`src/design/skl_pkg.sv`:
```
// ----------------------------------------------------------------------------
// skl_pkg: shared types and codes for the static key list engine
// Request codes, status codes, key width and the sequencer state type.
// ----------------------------------------------------------------------------
package skl_pkg;

    localparam int KEY_W = 32;

    typedef logic [KEY_W-1:0] t_key;

    // request codes
    localparam logic [2:0] REQ_APPEND     = 3'd0;
    localparam logic [2:0] REQ_APPEND_UNQ = 3'd1;
    localparam logic [2:0] REQ_INSERT_AT  = 3'd2;
    localparam logic [2:0] REQ_SORTED_INS = 3'd3;
    localparam logic [2:0] REQ_REMOVE     = 3'd4;
    localparam logic [2:0] REQ_FIND       = 3'd5;
    localparam logic [2:0] REQ_READ_AT    = 3'd6;

    // status codes
    localparam logic [2:0] ST_OK       = 3'd0;
    localparam logic [2:0] ST_FULL     = 3'd1;
    localparam logic [2:0] ST_BADPOS   = 3'd2;
    localparam logic [2:0] ST_NOTFOUND = 3'd3;
    localparam logic [2:0] ST_DUP      = 3'd4;

    typedef enum logic [1:0] {
        S_IDLE,
        S_SCAN,
        S_FIN
    } t_state;

endpackage

```
`src/design/skl_cell.sv`:
```
// ----------------------------------------------------------------------------
// skl_cell: one storage cell of the key ring
// Holds one key and loads the key on its input on every shift.
// ----------------------------------------------------------------------------
module skl_cell (
    input  logic          i_clk,
    input  logic          i_shift,
    input  skl_pkg::t_key i_key,
    output skl_pkg::t_key o_key
);

    skl_pkg::t_key r_key;

    // advance the ring by one place
    always_ff @(posedge i_clk) begin
        if (i_shift) begin
            r_key <= i_key;
        end
    end

    assign o_key = r_key;

endmodule

```
`src/design/static_key_list_engine.sv`:
```
// One request in flight: a new request is taken only after the result of the
// last one has been loaded into the output register. Each request rotates the
// cell ring by one full turn, one place a cycle, and then loads the result;
// that load waits while the previous result is still held unaccepted.
// Reset (synchronous, active low) empties the list; cell contents stay
// undefined until written and are never shown before that.
// ----------------------------------------------------------------------------
// static_key_list_engine: fixed-capacity list of signed 32-bit keys
// Keys sit in a ring of cells that rotates once per request; the sequencer
// watches the head cell and rewrites the tail to insert, remove or read.
// ----------------------------------------------------------------------------
module static_key_list_engine #(
    parameter int CAPACITY = 128
) (
    input  logic        i_clk,
    input  logic        i_rst_n,
    input  logic        i_in_valid,
    output logic        o_in_ready,
    input  logic [2:0]  i_req_type,
    input  logic signed [31:0] i_key_in,
    input  logic [6:0]  i_position_in,
    output logic        o_out_valid,
    input  logic        i_out_ready,
    output logic [2:0]  o_status,
    output logic [6:0]  o_position_out,
    output logic signed [31:0] o_key_out,
    output logic [7:0]  o_entry_count,
    output logic        o_is_full,
    output logic        o_is_empty
);

    localparam int CW = $clog2(CAPACITY + 1);

    // ring of cells
    skl_pkg::t_key w_cell [CAPACITY];
    skl_pkg::t_key w_tail;
    logic          w_shift;

    for (genvar g = 0; g < CAPACITY; g++) begin : g_cell
        if (g == CAPACITY - 1) begin : g_last
            skl_cell u_cell (
                .i_clk  (i_clk),
                .i_shift(w_shift),
                .i_key  (w_tail),
                .o_key  (w_cell[g])
            );
        end else begin : g_mid
            skl_cell u_cell (
                .i_clk  (i_clk),
                .i_shift(w_shift),
                .i_key  (w_cell[g+1]),
                .o_key  (w_cell[g])
            );
        end
    end

    // sequencer registers
    skl_pkg::t_state r_state, n_state;
    logic [CW-1:0]   r_count, n_count;
    logic [CW-1:0]   r_k, n_k;
    logic [2:0]      r_req;
    skl_pkg::t_key   r_key;
    logic [CW-1:0]   r_pos;
    logic [2:0]      r_err, n_err;
    logic            r_ins, n_ins;
    logic            r_del, n_del;
    logic            r_hit, n_hit;
    logic [CW-1:0]   r_hitpos, n_hitpos;
    skl_pkg::t_key   r_carry, n_carry;
    skl_pkg::t_key   r_rdkey, n_rdkey;

    // output register
    logic            r_out_valid;
    logic [2:0]      r_status, n_status;
    logic [6:0]      r_pos_out, n_pos_out;
    skl_pkg::t_key   r_key_out, n_key_out;
    logic [7:0]      r_cnt_out;
    logic            r_full_out, r_empty_out;

    logic w_accept, w_load_out, w_last;
    logic [31:0] w_pos32, w_cnt32;
    logic [CW-1:0] w_pos_in;

    assign w_accept = i_in_valid & o_in_ready;
    assign w_last   = (r_k == CW'(CAPACITY - 1));
    assign w_pos32  = 32'(i_position_in);
    assign w_pos_in = w_pos32[CW-1:0];

    // next state
    always_comb begin
        n_state = r_state;
        case (r_state)
            skl_pkg::S_IDLE: if (w_accept) n_state = skl_pkg::S_SCAN;
            skl_pkg::S_SCAN: if (w_last) n_state = skl_pkg::S_FIN;
            skl_pkg::S_FIN:  if (!r_out_valid || i_out_ready) n_state = skl_pkg::S_IDLE;
            default:         n_state = skl_pkg::S_IDLE;
        endcase
    end

    // state outputs
    always_comb begin
        o_in_ready = 1'b0;
        w_shift    = 1'b0;
        w_load_out = 1'b0;
        case (r_state)
            skl_pkg::S_IDLE: o_in_ready = 1'b1;
            skl_pkg::S_SCAN: w_shift    = 1'b1;
            skl_pkg::S_FIN:  w_load_out = !r_out_valid || i_out_ready;
            default: ;
        endcase
    end

    // per-step ring rewrite and request bookkeeping
    logic w_active, w_eq, w_trig;
    always_comb begin
        w_active = ({1'b0, r_k} < {1'b0, r_count});
        w_eq     = w_active && (w_cell[0] == r_key) && !r_hit;
        w_trig   = 1'b0;
        case (r_req)
            skl_pkg::REQ_APPEND:     w_trig = (r_k == r_count);
            skl_pkg::REQ_APPEND_UNQ: w_trig = (r_k == r_count) && !r_hit;
            skl_pkg::REQ_INSERT_AT:  w_trig = (r_k == r_pos);
            skl_pkg::REQ_SORTED_INS: w_trig = (r_k == r_count) ||
                (w_active && !($signed(w_cell[0]) < $signed(r_key)));
            default:                 w_trig = 1'b0;
        endcase
        if (r_err != skl_pkg::ST_OK) w_trig = 1'b0;

        w_tail   = w_cell[0];
        n_carry  = r_carry;
        n_ins    = r_ins;
        n_del    = r_del;
        n_hit    = r_hit;
        n_hitpos = r_hitpos;
        n_rdkey  = r_rdkey;
        if (r_del) begin
            w_tail = w_cell[1];
        end else if (r_ins) begin
            w_tail  = r_carry;
            n_carry = w_cell[0];
        end else if (w_trig) begin
            w_tail   = r_key;
            n_carry  = w_cell[0];
            n_ins    = 1'b1;
            n_hitpos = r_k;
        end else if (w_eq && (r_req == skl_pkg::REQ_REMOVE)) begin
            w_tail   = w_cell[1];
            n_del    = 1'b1;
            n_hit    = 1'b1;
            n_hitpos = r_k;
        end else if (w_eq && (r_req == skl_pkg::REQ_FIND ||
                              r_req == skl_pkg::REQ_APPEND_UNQ)) begin
            n_hit    = 1'b1;
            n_hitpos = r_k;
        end
        if (r_req == skl_pkg::REQ_READ_AT && r_k == r_pos && r_err == skl_pkg::ST_OK) begin
            n_rdkey = w_cell[0];
        end
    end

    // request intake checks
    always_comb begin
        n_err = skl_pkg::ST_OK;
        case (i_req_type)
            skl_pkg::REQ_APPEND, skl_pkg::REQ_APPEND_UNQ, skl_pkg::REQ_SORTED_INS:
                if (r_count == CW'(CAPACITY)) n_err = skl_pkg::ST_FULL;
            skl_pkg::REQ_INSERT_AT:
                if (r_count == CW'(CAPACITY)) n_err = skl_pkg::ST_FULL;
                else if (w_pos32 > 32'(r_count)) n_err = skl_pkg::ST_BADPOS;
            skl_pkg::REQ_READ_AT:
                if (w_pos32 >= 32'(r_count)) n_err = skl_pkg::ST_BADPOS;
            default: n_err = skl_pkg::ST_OK;
        endcase
    end

    // final result
    always_comb begin
        n_count   = r_count;
        n_status  = r_err;
        n_key_out = r_key;
        w_cnt32   = 32'(r_hitpos);
        n_pos_out = w_cnt32[6:0];
        if (r_ins) n_count = r_count + CW'(1);
        if (r_del) n_count = r_count - CW'(1);
        if (r_err == skl_pkg::ST_OK) begin
            if (r_req == skl_pkg::REQ_APPEND_UNQ && r_hit) begin
                n_status = skl_pkg::ST_DUP;
            end else if ((r_req == skl_pkg::REQ_REMOVE || r_req == skl_pkg::REQ_FIND)
                         && !r_hit) begin
                n_status = skl_pkg::ST_NOTFOUND;
            end
        end
        if (r_req == skl_pkg::REQ_READ_AT && r_err == skl_pkg::ST_OK) begin
            n_key_out = r_rdkey;
        end
        if (n_status != skl_pkg::ST_OK) n_pos_out = 7'd0;
    end

    // control registers
    always_ff @(posedge i_clk) begin
        if (!i_rst_n) begin
            r_state     <= skl_pkg::S_IDLE;
            r_count     <= '0;
            r_out_valid <= 1'b0;
        end else begin
            r_state <= n_state;
            if (w_load_out) begin
                r_count     <= n_count;
                r_out_valid <= 1'b1;
            end else if (i_out_ready) begin
                r_out_valid <= 1'b0;
            end
        end
    end

    // request and scan registers
    always_ff @(posedge i_clk) begin
        if (w_accept) begin
            r_req    <= i_req_type;
            r_key    <= i_key_in;
            r_pos    <= w_pos_in;
            r_err    <= n_err;
            r_k      <= '0;
            r_ins    <= 1'b0;
            r_del    <= 1'b0;
            r_hit    <= 1'b0;
            r_hitpos <= (i_req_type == skl_pkg::REQ_READ_AT) ? w_pos_in : '0;
        end else if (w_shift) begin
            r_k      <= n_k;
            r_ins    <= n_ins;
            r_del    <= n_del;
            r_hit    <= n_hit;
            r_hitpos <= n_hitpos;
            r_carry  <= n_carry;
            r_rdkey  <= n_rdkey;
        end
    end

    assign n_k = r_k + CW'(1);

    // hold the result until transfer
    logic [31:0] w_cnt_next32;
    assign w_cnt_next32 = 32'(n_count);
    always_ff @(posedge i_clk) begin
        if (w_load_out) begin
            r_status    <= n_status;
            r_pos_out   <= n_pos_out;
            r_key_out   <= n_key_out;
            r_cnt_out   <= w_cnt_next32[7:0];
            r_full_out  <= (n_count == CW'(CAPACITY));
            r_empty_out <= (n_count == '0);
        end
    end

    assign o_out_valid    = r_out_valid;
    assign o_status       = r_status;
    assign o_position_out = r_pos_out;
    assign o_key_out      = r_key_out;
    assign o_entry_count  = r_cnt_out;
    assign o_is_full      = r_full_out;
    assign o_is_empty     = r_empty_out;

endmodule

```
`config.mk`:
```
export PLATFORM = sky130hd
export DESIGN_NAME = static_key_list_engine
export DESIGN_NICKNAME = d
export VERILOG_FILES = /design/src/design/skl_pkg.sv /design/src/design/skl_cell.sv /design/src/design/static_key_list_engine.sv
export SDC_FILE = /design/constraint.sdc
export NUM_CORES = 2
export LEC_CHECK = 0
export ABC_CLOCK_PERIOD_IN_PS = 46300
export BUFFER_PORTS_ARGS = -buffer_cell sky130_fd_sc_hd__buf_4
export CAP_MARGIN = 20
export CORE_ASPECT_RATIO = 2
export CORE_MARGIN = 3
export CORE_UTILIZATION = 35
export CTS_BUF_LIST = sky130_fd_sc_hd__clkbuf_4
export CTS_CLUSTER_DIAMETER = 120
export CTS_CLUSTER_SIZE = 20
export DETAILED_ROUTE_END_ITERATION = 8
export SYNTH_ARGS = -nofsm -noshare
export SYNTH_HDL_FRONTEND = slang
export SYNTH_SLANG_ARGS = --single-unit
export TNS_END_PERCENT = 50
```
`constraint.sdc`:
```
create_clock -name i_clk -period 46.3 [get_ports i_clk]
set_input_delay 4.63 -clock i_clk [delete_from_list [all_inputs] [get_ports i_clk]]
set_output_delay 4.63 -clock i_clk [all_outputs]
set_load 0.01 [all_outputs]
```
Word level (Yosys, flattened, before mapping) --
Cells that the tools add are included.
Word-level totals: register bits 4286, logic and storage cells 264
Cells by class: add/subtract/negate cells 3, magnitude comparators 4, equality and inequality tests 23, muxes and demuxes 44, bitwise gates (word level) 5, reduce and logical (&&, ||, !) cells 37
Operators by type and width (number):
- 32-bit two-way mux | 7
- 7-bit two-way mux | 8
- 32-bit equality test | 1
- 32-bit less-than comparator | 1
- 8-bit by 1-bit adder with 8-bit output (second input constant) | 2
- 8-bit equality test (second input constant) | 2
- 8-bit two-way mux | 2
- 1-bit two-way mux | 15
- 3-bit by 2-bit equality test with 1-bit output (second input constant) | 4
- 3-bit equality test (second input constant) | 4
- 2-bit two-way mux | 6
- 1-bit logical AND | 11
- 3-bit logical NOT | 3
- 3-bit two-way mux | 3
- 3-bit one-hot mux with 3 select lines | 1
- 8-bit by 7-bit equality test with 1-bit output | 1
- 8-bit by 7-bit equality test with 1-bit output (second input constant) | 1
- 8-bit equality test | 1
- 7-bit by 8-bit >= comparator with 1-bit output | 1
- 7-bit by 8-bit greater-than comparator with 1-bit output | 1
- 8-bit logical NOT | 1
- 8-bit less-than comparator | 1
- 4-bit AND reduction | 2
- 2-bit nonzero test | 4
- 19 further kinds | 33

Longest topological paths before layout --
word-level depth 11, gate-level depth with buffers 11

By module --
From an unflattened synthesis, not the netlist that was laid out.
Unflattened totals: cell total of the unflattened synthesis 4841, area total of the unflattened synthesis 132458.3 um^2
By module, submodules not included:
- skl_cell | instances 128, cells each 32, area an instance 960.9 um^2
- static_key_list_engine | instances 1, cells each 745, area an instance 9460.3 um^2

Least setup slack after synthesis --
Ideal clock, no wire load.
path kind register to register, start point reg r_state[1], end point reg r_k[5], setup time 0.095 ns, data arrival time 51.333 ns, data required time 46.205 ns, slack -5.128 ns, cell stages (with the launch flop) 7, path buffers 1, period minus slack after synthesis 51.428 ns, path through dfxtp_1 -> nand2b_1 -> clkbuf_1 -> inv_2 -> nand4_1 -> or3_1 -> a21oi_1
Between the ends: word-level cells in the longest chain between the ends 3, elaborated cells between the ends (all ways) 5
Ends and longest elaborated chain:
- from (decl) | line static_key_list_engine.sv:58 | skl_pkg::t_state r_state, n_state;
- from (signal assigned) | line static_key_list_engine.sv:202 | r_state <= skl_pkg::S_IDLE;
- from (signal assigned) | line static_key_list_engine.sv:206 | r_state <= n_state;
- 2-bit logical NOT | line static_key_list_engine.sv:105 | case (r_state)
- 1-bit two-way mux | line static_key_list_engine.sv:105
- 1-bit AND | line static_key_list_engine.sv:84 | assign w_accept = i_in_valid & o_in_ready;
- to (signal assigned) | line static_key_list_engine.sv:229 | r_k <= n_k;
- to (decl) | line static_key_list_engine.sv:60 | logic [CW-1:0] r_k, n_k;
Parallel ways exist; a longest one is shown, timed or not. A chain may end at the register's enable or synchronous reset.

Worst setup path after layout --
start point reg r_state[1], end point reg g_cell[63].g_mid.u_cell.r_key[23], enable pin
Between the ends: word-level cells in the longest chain between the ends 2
Ends and longest elaborated chain:
- 2-bit by 1-bit equality test with 1-bit output | line static_key_list_engine.sv:105
- 1-bit two-way mux | line static_key_list_engine.sv:105
- to (signal assigned) | line skl_cell.sv:17 | r_key <= i_key;
- to (decl) | line skl_cell.sv:12 | skl_pkg::t_key r_key;
Every way passes these cells.

==> reports/qor.csv <==
stage;metric;value;unit
layout;fin_cells;10211;
die;die_area;387000;um2
drt;drcViolationCount;0;
timing;fin_skew;0.274;ns
clock_network;ctsResizeCount;0;
layout;fill_cells;32979;
synth;synth_area;133000;um2
place;post-place-ws;37.57;ns
timing;setup_tns;0;ns
place;gp_congestion;0.782;
grt;grt_pass1_vias;44743;
power_and_ir_drop;p_total;6.04;mW
setup_path;r2r_start;r_state[1]$_SDFFE_PN0P_;
timing;fin_crit_sh;0.187;
drt;num_vias;44930;
setup_path;cp-end-kind;register;
power_and_ir_drop;swShare;0.199;
drt;drt_iter0_markers;4865;
setup_path;cp_common_cell;buf_4;
clock_network;cts_hold_buffers;0;
power_and_ir_drop;internal_power;4.83;mW
setup_path;r2r_setup_slack;37.66;ns
setup_path;cp_max_fo;231;
setup_path;slowest_stage;buf_4;
clock_network;clk_pin_slew_worst_paths;0.21;ns
setup_path;r2r_end;g_cell[63].g_mid.u_cell.o_key[23]$_DFFE_PP_;
synth;synth_top_area_cell;edfxtp_1;
min_path;hp-class;register to register;
layout;seq_area;128000;um2
die;fp.dieH;876;um
clock_network;htree_levels;4;
status;outcome;finished, final reports clean;
timing;finalMaxSlewViolations;0;
power_and_ir_drop;p_clk_frac;0.209;
drt;first_pass_iters;5;
timing;relSlewSlack;0.185;
setup_path;crit_type;register to register;
drt;drt-total-wl;179000;um
synth;syn_nets;4944;
clock_network;clock_latency;1.43;ns
clock_network;cts.sinks;4285;
synth;synth_cell_type_count;63;
power_and_ir_drop;p_comb_frac;0.024;
timing;fmax;116;MHz
timing;rsz0062_at_grt;no;
place;hpwl;89500;um
drt;ant_nets;0;
grt;grt_use_total;0.0912;
die;io_pins;100;
synth;yosysMostFrequentCell;edfxtp_1;
die;rows;319;
die;initial_core_util;0.351;
synth;synthFlopType;edfxtp_1;
clock_network;cts_tree;yes;
layout;drive_gt1_frac;0.0914;
synth;synth_enable_flop_cells;4263;
clock_network;root_buffer;clkbuf_4;
run;drv_cap;0;
layout;nNetsFinal;5301;
synth;synth_top_area_share;0.966;
power_and_ir_drop;switchingPower;1.20;mW
synth;async_flop_share;0;
power_and_ir_drop;p_leak;43.8;nW
timing;setup_violations;0;
synth;yosysSeqAreaShare;0.969;
grt;grt_overflow;0;
setup_path;cp.arrival;9.47;ns
setup_path;slowest_delay;0.87;ns
grt;grt_max_degree;232;
setup_path;crit_required;47.14;ns
setup_path;cp-start-kind;register;
setup_path;startpoint;r_state[1]$_SDFFE_PN0P_;
synth;synth-warning-count;0;
grt;grt_pass1_wl;278000;um
drt;vias_per_cell;4.40;
synth;syn_area_per_cell;27.3;um2
die;fp.dieW;441;um
setup_path;reg2reg_depth;10;
clock_network;cts_buffers;241;
power_and_ir_drop;seq_power_share;0.767;
synth;synth.area.top_cells;edfxtp_1, ha_1, dfxtp_1;
die;coreArea;377000;um2
timing;tightest_slew;1.22;ns
timing;hold_violations;0;
setup_path;critPathCapture;g_cell[63].g_mid.u_cell.o_key[23]$_DFFE_PP_;
place;placedCellCount;9932;
timing;setup_ws;37.66;ns
synth;syn_inst;4847;
grt;antenna_found_initial;13;
place;portBuffers;99;
power_and_ir_drop;vdd_drop_max;0.0196;mV
power_and_ir_drop;power_density;42.5;nW/um2
synth;ys_ff_latch;4285;
layout;synthToLayoutAreaGrowth;7.09;%
clock_network;post-cts-setup-buffer-count;0;
timing;layout_min_cycle_time;8.64;ns
drt;avgRoutedWirePerCell;17.6;um
layout;multi_input_area;3700;um2
setup_path;crit_chain;nand2b_1, inv_16, buf_4, buf_4, buf_4, buf_4, buf_4, buf_4, buf_4, buf_4;
synth;synth_common_cells;edfxtp_1, a21oi_1, ha_1;
clock_network;cts.path.max_buffers;4;
-- power by group through the flow --
stage / combinational (mW) / sequential (mW) / clock [mW]
floorplan: 0.0998 / 4.96 / 0
global placement: 0.143 / 4.72 / 0
detailed placement: 0.151 / 4.71 / 0
CTS: 0.148 / 4.64 / 1.37
global route: 0.163 / 4.65 / 1.50
finish: 0.146 / 4.63 / 1.26
-- cell usage in the layout, fill, tap and decap left out, types with 3 or more instances in the layout --
cell / instances
edfxtp_1: 4263
mux2i_1: 36
nand2b_1: 7
o21ai_1: 25
or3_1: 3
a21o_1: 6
a22oi_1: 32
nor2_1: 23
nand3_1: 7
nor2b_1: 10
a31o_1: 33
xnor2_1: 12
o21ai_0: 10
o21ai_2: 7
and2_1: 11
nor3_1: 7
mux2_2: 32
o31ai_1: 3
nor4b_1: 3
xor2_1: 10
a22o_1: 6
and4_1: 3
dfxtp_1: 21
buf_12: 7
a21oi_1: 57
ha_1: 51
nand4_1: 14
nor4_1: 4
inv_1: 44
buf_16: 3
clkbuf_4: 259
diode_2: 9
buf_4: 144
clkinvlp_4: 3
nand2_1: 20
-- metrics by stage --
stage | cell area (um2) | utilization | hold slack, ns
2_1_floorplan | 133000 | - | 0.400
3_3_place_gp | 140000 | 0.371 | 0.401
3_5_place_dp | 140000 | 0.371 | 0.405
4_1_cts | 142000 | 0.376 | 0.166
5_1_grt | 142000 | 0.376 | 0.205
6_report | 142000 | 0.376 | 0.214
-- registers in the layout, indices dropped and copies added (netlist names), 2 cells and up --
signal                      count
r_err                           2
r_rdkey                        32
o_position_out                  7
o_status                        3
r_state                         2
r_count                         8
r_hitpos                        7
o_entry_count                   8
r_req                           3
g_cell.g_last.u_cell.o_key     32
g_cell.g_mid.u_cell.o_key    4064
r_pos                           7
r_carry                        32
r_key                          32
r_k                             8
o_key_out                      32
-- final cells by class --
| type | instances | area share |
|---|---|---|
| diodes | 9 | 0.000159 |
| clock buffers | 259 | 0.0137 |
| clock inverters | 7 | 0.000511 |
| inverters | 47 | 0.00136 |
| multi-input cells | 474 | 0.0260 |
| flip-flops and latches | 4285 | 0.905 |
| well taps | 4975 | 0.0439 |
| repair buffers | 155 | 0.00922 |
-- worst max-delay path: cells and delay by family, from the launching register on --
family	cells	cell delay (ns)
DFF	1	0.37
and+or+nand+nor	1	0.43
buffers and inverters	9	6.94
-- per-layer routing --
metal / share of wire / track usage
met5: 0.00026 / 0
met4: 0.030 / 0.0301
met3: 0.041 / 0.0148
met2: 0.46 / 0.135
met1: 0.47 / 0.137
-- worst min-delay path by stage --
stage                                            startpoint                                            to  slack, ns  cells past startpoint
2_1_floorplan   g_cell[101].g_mid.u_cell.o_key[0]$_DFFE_PP_   g_cell[100].g_mid.u_cell.o_key[0]$_DFFE_PP_       0.40                      0
5_1_grt         g_cell[51].g_mid.u_cell.o_key[14]$_DFFE_PP_   g_cell[50].g_mid.u_cell.o_key[14]$_DFFE_PP_       0.21                      0
3_3_place_gp     g_cell[22].g_mid.u_cell.o_key[5]$_DFFE_PP_    g_cell[21].g_mid.u_cell.o_key[5]$_DFFE_PP_       0.40                      0
3_5_place_dp   g_cell[102].g_mid.u_cell.o_key[31]$_DFFE_PP_  g_cell[101].g_mid.u_cell.o_key[31]$_DFFE_PP_       0.40                      0
4_1_cts         g_cell[51].g_mid.u_cell.o_key[14]$_DFFE_PP_   g_cell[50].g_mid.u_cell.o_key[14]$_DFFE_PP_       0.17                      0
6_report        g_cell[51].g_mid.u_cell.o_key[14]$_DFFE_PP_   g_cell[50].g_mid.u_cell.o_key[14]$_DFFE_PP_       0.21                      0
-- logic make-up after synthesis --
family                     after synthesis  share of synthesized area
xor gates and xnor gates                22                    0.00145
buffers and inverters                   88                    0.00310
muxes                                   68                    0.00544
AOI/OAI and AO/OA                      202                     0.0102
and+or+nand+nor                        131                    0.00566
adders and majority gates               51                    0.00482
DFF                                   4285                      0.969
Note: power is estimated with default switching activity, not from simulation.
